**config.mk**
```make
export PLATFORM = sky130hd
export DESIGN_NAME = status_line_parser_unit
export DESIGN_NICKNAME = d
export VERILOG_FILES = /design/src/sv/slp_pkg.sv /design/src/sv/slp_fault_scan.sv /design/src/sv/status_line_parser_unit.sv
export SDC_FILE = /design/constraint.sdc
export NUM_CORES = 1
export LEC_CHECK = 0
export ABC_AREA = 1
export BUFFER_PORTS_ARGS = -buffer_cell sky130_fd_sc_hd__buf_2
export CORE_MARGIN = 2
export CORE_UTILIZATION = 64
export DETAILED_ROUTE_END_ITERATION = 12
export GPL_TIMING_DRIVEN = 0
export PLACE_DENSITY = 0.84
export RECOVER_POWER = 50
export SLEW_MARGIN = 20
export SYNTH_ARGS = -nofsm -noshare
export SYNTH_HDL_FRONTEND = slang
export SYNTH_HIERARCHICAL = 1
export SYNTH_SLANG_ARGS = --single-unit
```
**constraint.sdc**
```tcl
create_clock -name i_clk -period 7.7 [get_ports i_clk]
set_input_delay 1.54 -clock i_clk [delete_from_list [all_inputs] [get_ports i_clk]]
set_output_delay 1.54 -clock i_clk [all_outputs]
set_load 0.1 [all_outputs]
```
**src/sv/slp_pkg.sv**
```systemverilog
// Package for the status line parser: character codes, prefix patterns,
// result codes and the types shared by the top level and the fault scanner.
// No dependencies.
package slp_pkg;

    // Default line buffer size in bytes, including room for the terminator
    localparam int LINE_BYTES_DEF = 128;

    // Characters with a meaning of their own
    localparam logic [7:0] CH_NUL   = 8'h00;
    localparam logic [7:0] CH_TAB   = 8'h09;
    localparam logic [7:0] CH_LF    = 8'h0A;
    localparam logic [7:0] CH_VT    = 8'h0B;
    localparam logic [7:0] CH_FF    = 8'h0C;
    localparam logic [7:0] CH_CR    = 8'h0D;
    localparam logic [7:0] CH_SPACE = 8'h20;
    localparam logic [7:0] CH_PLUS  = 8'h2B;
    localparam logic [7:0] CH_MINUS = 8'h2D;
    localparam logic [7:0] CH_ZERO  = 8'h30;
    localparam logic [7:0] CH_NINE  = 8'h39;
    localparam logic [7:0] CH_COLON = 8'h3A;
    localparam logic [7:0] CH_F     = 8'h46;

    // Prefix patterns, left-justified in eight bytes, zero padded
    localparam int          PFX_COUNT  = 7;
    localparam logic [2:0]  PFX_ZHOMED = 3'd6;
    localparam logic [63:0] PAT_OTA_IP  = {"OTA_IP:", 8'h00};
    localparam logic [63:0] PAT_OTA_ERR = "OTA_ERR:";
    localparam logic [63:0] PAT_OTA_END = "OTA_END:";
    localparam logic [63:0] PAT_ERR     = {"ERR:", 32'h0};
    localparam logic [63:0] PAT_WARN    = {"WARN:", 24'h0};
    localparam logic [63:0] PAT_MSG     = {"MSG:", 32'h0};
    localparam logic [63:0] PAT_ZHOMED  = {"ZHOMED", 16'h0};

    // Fault magnitude saturates here; at or above it the long range is exceeded
    localparam logic [31:0] MAG_SAT = 32'h8000_0000;

    // Line classes, in match priority order
    typedef enum logic [2:0] {
        KIND_NONE    = 3'd0,
        KIND_OTA_IP  = 3'd1,
        KIND_OTA_ERR = 3'd2,
        KIND_OTA_END = 3'd3,
        KIND_ERR     = 3'd4,
        KIND_WARN    = 3'd5,
        KIND_MSG     = 3'd6
    } t_line_kind;

    typedef enum logic [1:0] {
        ZH_NONE    = 2'd0,
        ZH_ACCEPT  = 2'd1,
        ZH_IGNORED = 2'd2
    } t_zhome;

    // Fault field scan phases
    typedef enum logic [2:0] {
        PH_SEARCH = 3'd0,
        PH_SEENF  = 3'd1,
        PH_SPACE  = 3'd2,
        PH_SIGN   = 3'd3,
        PH_DIGITS = 3'd4,
        PH_DONE   = 3'd5
    } t_scan_phase;

    // Strobes from the line control into the fault scanner
    typedef struct packed {
        logic step;   // byte taken into the line
        logic clear;  // line finished or dropped
    } t_scan_ctl;

    // Fault status of the line in progress
    typedef struct packed {
        logic       present;
        logic [7:0] value;
    } t_fault_stat;

    function automatic logic [63:0] pat_row(input logic [2:0] k);
        logic [63:0] row;
        case (k)
            3'd0:    row = PAT_OTA_IP;
            3'd1:    row = PAT_OTA_ERR;
            3'd2:    row = PAT_OTA_END;
            3'd3:    row = PAT_ERR;
            3'd4:    row = PAT_WARN;
            3'd5:    row = PAT_MSG;
            3'd6:    row = PAT_ZHOMED;
            default: row = '0;
        endcase
        return row;
    endfunction

    function automatic logic [7:0] pat_char(input logic [2:0] k, input logic [2:0] pos);
        logic [63:0] row;
        row = pat_row(k);
        return row[(63 - 8 * int'(pos)) -: 8];
    endfunction

    function automatic logic [3:0] pat_len(input logic [2:0] k);
        logic [3:0] len;
        case (k)
            3'd0:    len = 4'd7;
            3'd1:    len = 4'd8;
            3'd2:    len = 4'd8;
            3'd3:    len = 4'd4;
            3'd4:    len = 4'd5;
            3'd5:    len = 4'd4;
            3'd6:    len = 4'd6;
            default: len = 4'd0;
        endcase
        return len;
    endfunction

endpackage

```
**src/sv/slp_fault_scan.sv**
```systemverilog
// Fault field scanner: finds the first "F:" in a line and reads the signed
// decimal number after it the way strtol does, kept to eight bits.
// Depends on slp_pkg.
module slp_fault_scan (
    input  logic                 i_clk,
    input  logic                 i_rst_n,
    input  slp_pkg::t_scan_ctl   i_ctl,
    input  logic [7:0]           i_byte,
    output slp_pkg::t_fault_stat o_stat
);
    import slp_pkg::*;

    t_scan_phase r_phase, n_phase;
    logic [31:0] r_mag, n_mag;
    logic        r_neg, n_neg;
    logic        r_ended, n_ended;

    logic        w_digit;
    logic        w_blank;
    logic [35:0] w_mag_x10;
    logic [31:0] w_mag_add;

    assign w_digit = (i_byte >= CH_ZERO) && (i_byte <= CH_NINE);
    assign w_blank = (i_byte == CH_SPACE) || (i_byte == CH_TAB) ||
                     (i_byte == CH_VT) || (i_byte == CH_FF);

    // magnitude * 10 + digit, saturating
    assign w_mag_x10 = ({4'b0, r_mag} << 3) + ({4'b0, r_mag} << 1) +
                       36'(i_byte - CH_ZERO);
    assign w_mag_add = (w_mag_x10 > 36'(MAG_SAT)) ? MAG_SAT : w_mag_x10[31:0];

    // Next state
    always_comb begin
        n_phase = r_phase;
        n_mag   = r_mag;
        n_neg   = r_neg;
        n_ended = r_ended;
        if (i_ctl.clear) begin
            n_phase = PH_SEARCH;
            n_mag   = '0;
            n_neg   = 1'b0;
            n_ended = 1'b0;
        end else if (i_ctl.step && !r_ended) begin
            if (i_byte == CH_NUL) begin
                // a zero byte ends the visible text
                n_ended = 1'b1;
            end else begin
                case (r_phase)
                    PH_SEARCH: begin
                        if (i_byte == CH_F) n_phase = PH_SEENF;
                    end
                    PH_SEENF: begin
                        if (i_byte == CH_COLON) n_phase = PH_SPACE;
                        else if (i_byte != CH_F) n_phase = PH_SEARCH;
                    end
                    PH_SPACE: begin
                        if (w_blank) begin
                            n_phase = PH_SPACE;
                        end else if (i_byte == CH_PLUS) begin
                            n_phase = PH_SIGN;
                        end else if (i_byte == CH_MINUS) begin
                            n_neg   = 1'b1;
                            n_phase = PH_SIGN;
                        end else if (w_digit) begin
                            n_mag   = w_mag_add;
                            n_phase = PH_DIGITS;
                        end else begin
                            n_phase = PH_DONE;
                        end
                    end
                    PH_SIGN: begin
                        if (w_digit) begin
                            n_mag   = w_mag_add;
                            n_phase = PH_DIGITS;
                        end else begin
                            n_phase = PH_DONE;
                        end
                    end
                    PH_DIGITS: begin
                        if (w_digit) n_mag = w_mag_add;
                        else n_phase = PH_DONE;
                    end
                    default: begin
                        n_phase = r_phase;
                    end
                endcase
            end
        end
    end

    // Outputs: present once past "F:", value from the saturated magnitude
    always_comb begin
        o_stat.present = (r_phase == PH_SPACE) || (r_phase == PH_SIGN) ||
                         (r_phase == PH_DIGITS) || (r_phase == PH_DONE);
        if (r_neg) begin
            o_stat.value = r_mag[31] ? 8'h00 : 8'(8'h00 - r_mag[7:0]);
        end else begin
            o_stat.value = r_mag[31] ? 8'hFF : r_mag[7:0];
        end
    end

    always_ff @(posedge i_clk) begin
        if (!i_rst_n) begin
            r_phase <= PH_SEARCH;
            r_mag   <= '0;
            r_neg   <= 1'b0;
            r_ended <= 1'b0;
        end else begin
            r_phase <= n_phase;
            r_mag   <= n_mag;
            r_neg   <= n_neg;
            r_ended <= n_ended;
        end
    end

    // A sign is only recorded once the scan is past "F:"
    a_neg_phase: assert property (@(posedge i_clk) disable iff (!i_rst_n)
        r_neg |-> (r_phase == PH_SIGN) || (r_phase == PH_DIGITS) || (r_phase == PH_DONE))
        else $error("negative flag outside number phases");

    // Magnitude never passes the saturation point
    a_mag_sat: assert property (@(posedge i_clk) disable iff (!i_rst_n)
        r_mag[31] |-> (r_mag == MAG_SAT))
        else $error("fault magnitude beyond saturation");

endmodule

```
**src/sv/status_line_parser_unit.sv**
```systemverilog
// Status line parser top level: byte handshake in, one registered result per
// finished or dropped line out. Depends on slp_pkg and slp_fault_scan.
//
// Takes one received byte per cycle, every cycle, as long as the result
// register is empty or being taken in the same cycle. A newline loads the
// result register on its beat; any other byte but a carriage return arriving
// with LINE_BYTES-1 characters held gives an overflow result instead. Carriage
// returns and ordinary characters produce none. All per-byte work (prefix
// compare, fault digit multiply-add by ten) sits between the accepted beat and
// the line state and result registers, so throughput is one byte per clock.
module status_line_parser_unit #(
    parameter int LINE_BYTES = slp_pkg::LINE_BYTES_DEF
) (
    input  logic       i_clk,
    input  logic       i_rst_n,
    input  logic       i_valid,
    output logic       o_ready,
    input  logic [7:0] i_rx_byte,
    input  logic       i_machine_quiet,
    output logic       o_valid,
    input  logic       i_ready,
    output logic [2:0] o_line_kind,
    output logic       o_overflowed,
    output logic       o_link_first,
    output logic [1:0] o_zhome_status,
    output logic       o_fault_present,
    output logic [7:0] o_fault_value,
    output logic       o_fault_alarm,
    output logic [6:0] o_line_length
);
    import slp_pkg::*;

    localparam int CW = $clog2(LINE_BYTES);

    // Line state
    logic [CW-1:0]        r_count, n_count;
    logic [PFX_COUNT-1:0] r_alive, n_alive;
    logic                 r_link_up, n_link_up;
    logic [7:0]           r_prev_fault, n_prev_fault;

    // Result register
    logic       r_out_valid, n_out_valid;
    t_line_kind r_line_kind, n_line_kind;
    logic       r_overflowed, n_overflowed;
    logic       r_link_first, n_link_first;
    t_zhome     r_zhome, n_zhome;
    logic       r_fault_present, n_fault_present;
    logic [7:0] r_fault_value, n_fault_value;
    logic       r_fault_alarm, n_fault_alarm;
    logic [6:0] r_line_length, n_line_length;

    logic                 w_fire, w_cr, w_lf, w_full, w_take, w_ovf, w_eol;
    logic [PFX_COUNT-1:0] w_hit;
    t_line_kind           w_kind;
    t_scan_ctl            w_ctl;
    t_fault_stat          w_fault;

    // Beat decode
    assign o_ready = !r_out_valid || i_ready;
    assign w_fire  = i_valid && o_ready;
    assign w_cr    = (i_rx_byte == CH_CR);
    assign w_lf    = (i_rx_byte == CH_LF);
    assign w_full  = (r_count >= CW'(LINE_BYTES - 1));
    assign w_take  = w_fire && !w_cr && !w_lf && !w_full;
    assign w_ovf   = w_fire && !w_cr && !w_lf && w_full;
    assign w_eol   = w_fire && w_lf;

    assign w_ctl.step  = w_take;
    assign w_ctl.clear = w_ovf || w_eol;

    slp_fault_scan u_fault_scan (
        .i_clk  (i_clk),
        .i_rst_n(i_rst_n),
        .i_ctl  (w_ctl),
        .i_byte (i_rx_byte),
        .o_stat (w_fault)
    );

    // Prefix hits and priority class
    always_comb begin
        for (int k = 0; k < PFX_COUNT; k++) begin
            w_hit[k] = r_alive[k] && (r_count >= CW'(pat_len(3'(k))));
        end
        w_kind = KIND_NONE;
        for (int k = PFX_COUNT - 2; k >= 0; k--) begin
            if (w_hit[k]) w_kind = t_line_kind'(3'(k + 1));
        end
    end

    // Line state update
    always_comb begin
        n_count      = r_count;
        n_alive      = r_alive;
        n_link_up    = r_link_up;
        n_prev_fault = r_prev_fault;
        if (w_ovf || w_eol) begin
            n_count = '0;
            n_alive = '1;
            if (w_eol && (r_count != '0)) n_link_up = 1'b1;
            if (w_eol && w_fault.present) n_prev_fault = w_fault.value;
        end else if (w_take) begin
            n_count = r_count + CW'(1);
            for (int k = 0; k < PFX_COUNT; k++) begin
                if ((r_count < CW'(pat_len(3'(k)))) &&
                    (i_rx_byte != pat_char(3'(k), r_count[2:0]))) begin
                    n_alive[k] = 1'b0;
                end
            end
        end
    end

    // Result register load
    always_comb begin
        n_out_valid     = r_out_valid && !i_ready;
        n_line_kind     = r_line_kind;
        n_overflowed    = r_overflowed;
        n_link_first    = r_link_first;
        n_zhome         = r_zhome;
        n_fault_present = r_fault_present;
        n_fault_value   = r_fault_value;
        n_fault_alarm   = r_fault_alarm;
        n_line_length   = r_line_length;
        if (w_ovf) begin
            n_out_valid     = 1'b1;
            n_line_kind     = KIND_NONE;
            n_overflowed    = 1'b1;
            n_link_first    = 1'b0;
            n_zhome         = ZH_NONE;
            n_fault_present = 1'b0;
            n_fault_value   = '0;
            n_fault_alarm   = 1'b0;
            n_line_length   = '0;
        end else if (w_eol) begin
            n_out_valid     = 1'b1;
            n_line_kind     = w_kind;
            n_overflowed    = 1'b0;
            n_link_first    = !r_link_up && (r_count != '0);
            if (!w_hit[PFX_ZHOMED]) n_zhome = ZH_NONE;
            else if (i_machine_quiet) n_zhome = ZH_ACCEPT;
            else n_zhome = ZH_IGNORED;
            n_fault_present = w_fault.present;
            n_fault_value   = w_fault.present ? w_fault.value : 8'h00;
            n_fault_alarm   = w_fault.present && (w_fault.value != 8'h00) &&
                              (r_prev_fault == 8'h00);
            n_line_length   = 7'(r_count);
        end
    end

    // Control registers
    always_ff @(posedge i_clk) begin
        if (!i_rst_n) begin
            r_count      <= '0;
            r_alive      <= '1;
            r_link_up    <= 1'b0;
            r_prev_fault <= '0;
            r_out_valid  <= 1'b0;
        end else begin
            r_count      <= n_count;
            r_alive      <= n_alive;
            r_link_up    <= n_link_up;
            r_prev_fault <= n_prev_fault;
            r_out_valid  <= n_out_valid;
        end
    end

    // Result payload
    always_ff @(posedge i_clk) begin
        r_line_kind     <= n_line_kind;
        r_overflowed    <= n_overflowed;
        r_link_first    <= n_link_first;
        r_zhome         <= n_zhome;
        r_fault_present <= n_fault_present;
        r_fault_value   <= n_fault_value;
        r_fault_alarm   <= n_fault_alarm;
        r_line_length   <= n_line_length;
    end

    assign o_valid         = r_out_valid;
    assign o_line_kind     = r_line_kind;
    assign o_overflowed    = r_overflowed;
    assign o_link_first    = r_link_first;
    assign o_zhome_status  = r_zhome;
    assign o_fault_present = r_fault_present;
    assign o_fault_value   = r_fault_value;
    assign o_fault_alarm   = r_fault_alarm;
    assign o_line_length   = r_line_length;

    // Overflow beats carry nothing else
    a_ovf_clean: assert property (@(posedge i_clk) disable iff (!i_rst_n)
        (r_out_valid && r_overflowed) |->
            (r_line_kind == KIND_NONE) && !r_link_first && !r_fault_present &&
            (r_zhome == ZH_NONE))
        else $error("overflow result with line fields set");

    // Alarm only with a nonzero fault code
    a_alarm_code: assert property (@(posedge i_clk) disable iff (!i_rst_n)
        (r_out_valid && r_fault_alarm) |-> r_fault_present && (r_fault_value != 8'h00))
        else $error("alarm without nonzero fault code");

    // Link confirmation latches with the first non-empty line
    a_link_once: assert property (@(posedge i_clk) disable iff (!i_rst_n)
        (r_out_valid && r_link_first) |-> r_link_up)
        else $error("link_first without link up");

    // Line count stays inside the buffer
    a_count_range: assert property (@(posedge i_clk) disable iff (!i_rst_n)
        r_count <= CW'(LINE_BYTES - 1))
        else $error("line count beyond buffer");

endmodule

```
==> results.txt <==
* Share of final-layout standard cells stronger than drive strength 1: 0.0461
- Slew margin rel.: 0.221
- The run finished with clean final reports.
- Area fraction in compound gates after synthesis: 0.119
- The floorplan step defined a die boundary enclosing 0.0137 sq mm.
* Post-route cell area: 0.00883 sq mm
- The repair_antennas step left the layout with diodes totalling 0.
* Cells taking the most area after synthesis: dfxtp_1, nand2_1, inv_1
- The final-report hold violation count is 0.
- Global routing finished with a remaining overflow of 0.
* Simple-gate share of the synthesized area: 0.372
- Number of buffers added by the clock tree synthesis step: 9
- The layout has 1177 filler cells.
- Number of synthesized flops with an enable pin: 0
- For this run, the post-layout net count is 1481.
* Total power after layout: 0.00107 W
* CP peak stage delay: 480 ps
* Share of the clock period used by the worst path after layout: 0.723
- Cell family contributing the most delay on the critical path: simple AND/OR/NAND/NOR gates
- Final number of setup-violating endpoints: 0
* Slew at the pin closest to its max-slew limit: 1170 ps
* Number of maximum-capacitance violations: 0
- GR Util All Layers: 0.341
* Dominant combinational cell family by area after synthesis: simple AND/OR/NAND/NOR gates
- The tree built by TritonCTS fans out to 85 sinks.
- The final route contains 8530 vias.
- Based on the critical path, the design can be clocked at up to 180 MHz.
* DRC violations left: 0
- The number of hold buffers added after CTS was 0.
- Dominant synthesized flop cell: dfxtp_1
* Cell area after technology mapping: 0.00817 sq mm
* Total negative setup slack: 0 ps
- The root buffer cell chosen for the clock tree is clkbuf_16.
* Layout Skew: 8.43 ps
* Power density of the placed cells: 121 mW/mm^2
- Clock Pin Slew Worst Setup and Hold Paths: 70 ps
- Clock network latency to the later pin of the worst-skew pair: 350 ps
- Crit path launch type: input pin
* Cell Rows: 41
- Synthesized netlist cell count: 1334
- Cell area after placement: 0.00861 sq mm
- During placement, the flow inserted port buffers numbering 38.
- The number of gates resized after CTS was 0.
- The HPWL after detailed placement is 17600 microns.
- Flop and latch count out of synthesis: 85
- The path class of the tightest hold or removal check is flop to flop.
* Average detailed-routed wire length per instance: 14.3 microns
- Yosys mapped the design onto 45 distinct sky130hd cell types.
* WP buf/inv: 6
* Fraction of the core area covered by cells at the end of the flow: 0.705
- Routability-driven placement finished with a final weighted congestion of 0.954.
* Largest buffer count on any clock path: 2
* Final slew viol count: 0
- Area share of the largest cell type after synthesis: 0.208
* Remaining antenna violation count: 0
- Counting stages on the worst path, the most repeated cell is nand2_1.
- The detailed router finished its first iteration with 677 violations.
* Area added between synthesis and finish: 8.06%
- The Yosys step of the flow raised 6 warnings.
* Initial Util: 0.653
* Post-Route Hold Slack: 453 ps
- Cell accounting for the most synthesized area: dfxtp_1
- IR analysis of the VDD net gives a maximum drop of 0.0967 mV.
- The initial antenna violation count is 0.
- DR vias/cell: 5.46
* Vias in the first global route: 8089
- Maximum level of the CTS H-tree: 3
- Worst endpoint data arrival time: 5860 ps
* Post-CTS repair timing setup buffer count: 0
* Share of the yosys chip area belonging to registers: 0.208
- The most common cell in the synthesized netlist is nand2_1.
- The first global-routing pass estimated 37000 microns of wire.
- After synthesis, the share of flip-flops with an asynchronous set or reset is 0.
* Floorplan die height: 117 microns
- Proportion of synthesized area in mux cells: 0
- Time the worst path needs with I/O delays and setup: 5570 ps
- Along the worst path, the maximum fanout reaches 19.
* WP data required: 7990 ps
* Area share of fa/ha/maj cells after synthesis: 0.157
- Nature of the critical path endpoint: flop
- Drt first pass iters: 8
- Setup repair after global routing left no endpoint under its margin.
* Parity-gate share of the synthesized area counting xor and xnor cells: 0.0247
* Synth cell count leaders: nand2_1, inv_1, nor2_1, nand3_1, a21oi_1
* Critical path class: input pin to flop
* Synthesized area per cell: 6.12 sq um
- The number of nets in the synthesized netlist is 1431.
- Maximum number of pins on one net before global-route repair: 20
* Core outline area: 0.0125 sq mm
* Critical-path top delay cell: fa_1
* Leakage dissipation: 4.83 nW
* Top-level port count: 39
- Clock tree from TritonCTS: yes
- Wires add up to 22400 microns.
* Floorplan die width: 117 microns
-- worst paths after layout --
path	startpoint	to	slack, ps	cells past startpoint
worst min-delay path	o_overflowed	o_overflowed	450	2
worst min register to register	o_overflowed	o_overflowed	450	2
worst max-delay path	i_rx_byte[6]	u_fault_scan/r_mag[27]	2130	26
worst max register to register	u_fault_scan/r_mag[6]	u_fault_scan/r_mag[27]	4050	21
-- area by class of cell --
cell class,instances,area [sq um],area share
Multi-Input combinational cell,1007,5480,0.620
Sequential cell,85,1700,0.193
Inverter,216,812,0.0920
Clock buffer,9,225,0.0255
Tap cell,172,215,0.0244
Timing Repair Buffer,39,185,0.0210
Buffer,26,134,0.0152
Clock inverter,7,76.3,0.00865
-- kinds of logic (layout without fill, tap and decap cells) --
group	count (synthesis)	in the layout
compound gates	183	183
xor+xnor	23	23
fa+ha+maj	84	84
buf+inv	242	297
flops	85	85
simple gates	717	717
-- through the flow --
stage | worst slack (ps) | cells
6_report | 2130 | 1561
5_1_grt | 1750 | 1561
4_1_cts | 2240 | 1561
3_5_place_dp | 1870 | 1545
3_3_place_gp | 277 | 1544
2_1_floorplan | 1760 | 1334
-- cells in the final DEF (no fill, tap or decap), types with 2 or more instances in the layout --
cell type	n
a21boi_0	8
fa_1	31
xnor2_1	8
a21oi_1	89
o211ai_1	2
nand2_1	428
o31ai_1	3
clkinv_1	3
ha_1	53
buf_4	5
nand3_1	103
clkbuf_16	9
nor3_1	12
or2_1	4
inv_1	209
inv_6	4
dfxtp_1	85
nor4_1	7
xor2_1	15
buf_2	25
a31oi_1	3
nor2_1	128
o21ai_0	51
nand4_1	15
a21o_1	3
clkbuf_1	33
nand3b_1	7
nand2_2	2
inv_2	3
clkinv_8	2
nor2_4	3
o21ai_1	19
-- power breakdown --
| group | switching (W) | total, W | leakage [nW] | internal, W |
|---|---|---|---|---|
| logic | 0.000127 | 0.000186 | 4.00 | 0.0000581 |
| registers | 0.00000415 | 0.000448 | 0.687 | 0.000444 |
| clock network | 0.000206 | 0.000435 | 0.147 | 0.000229 |
-- layer usage --
layer / track usage / wire, microns / up-vias
met5: 0 / 0 / -
met4: 0.168 / 910 / 0
met3: 0.0433 / 944 / 60
met2: 0.625 / 11400 / 243
met1: 0.390 / 9120 / 3908
li1: - / - / 4319
-- flip-flops by register name (all words and copies together) (netlist names), 2 cells and up --
| register | cells |
|---|---|
| o_fault_value | 8 |
| o_line_kind | 3 |
| o_line_length | 7 |
| o_zhome_status | 2 |
| r_alive | 7 |
| r_count | 7 |
| r_prev_fault | 8 |
| u_fault_scan/r_mag | 32 |
| u_fault_scan/r_phase | 3 |
-- worst register-to-register path: stages (launching register included) --
cell,delay [ps]
dfxtp_1,390
inv_1,130
fa_1,550
inv_1,40
ha_1,350
nand2_1,140
nor2_1,110
nand3_1,70
nand2_1,180
nand2_1,110
nand2_1,170
nand2_1,70
nand2_1,90
nand2_1,60
nor2_1,180
nand3_1,110
nor2_1,120
nand2_1,70
nand2_2,100
buf_2,250
nand3_1,160
a21oi_1,140
Power figures use the tool's default switching activity.
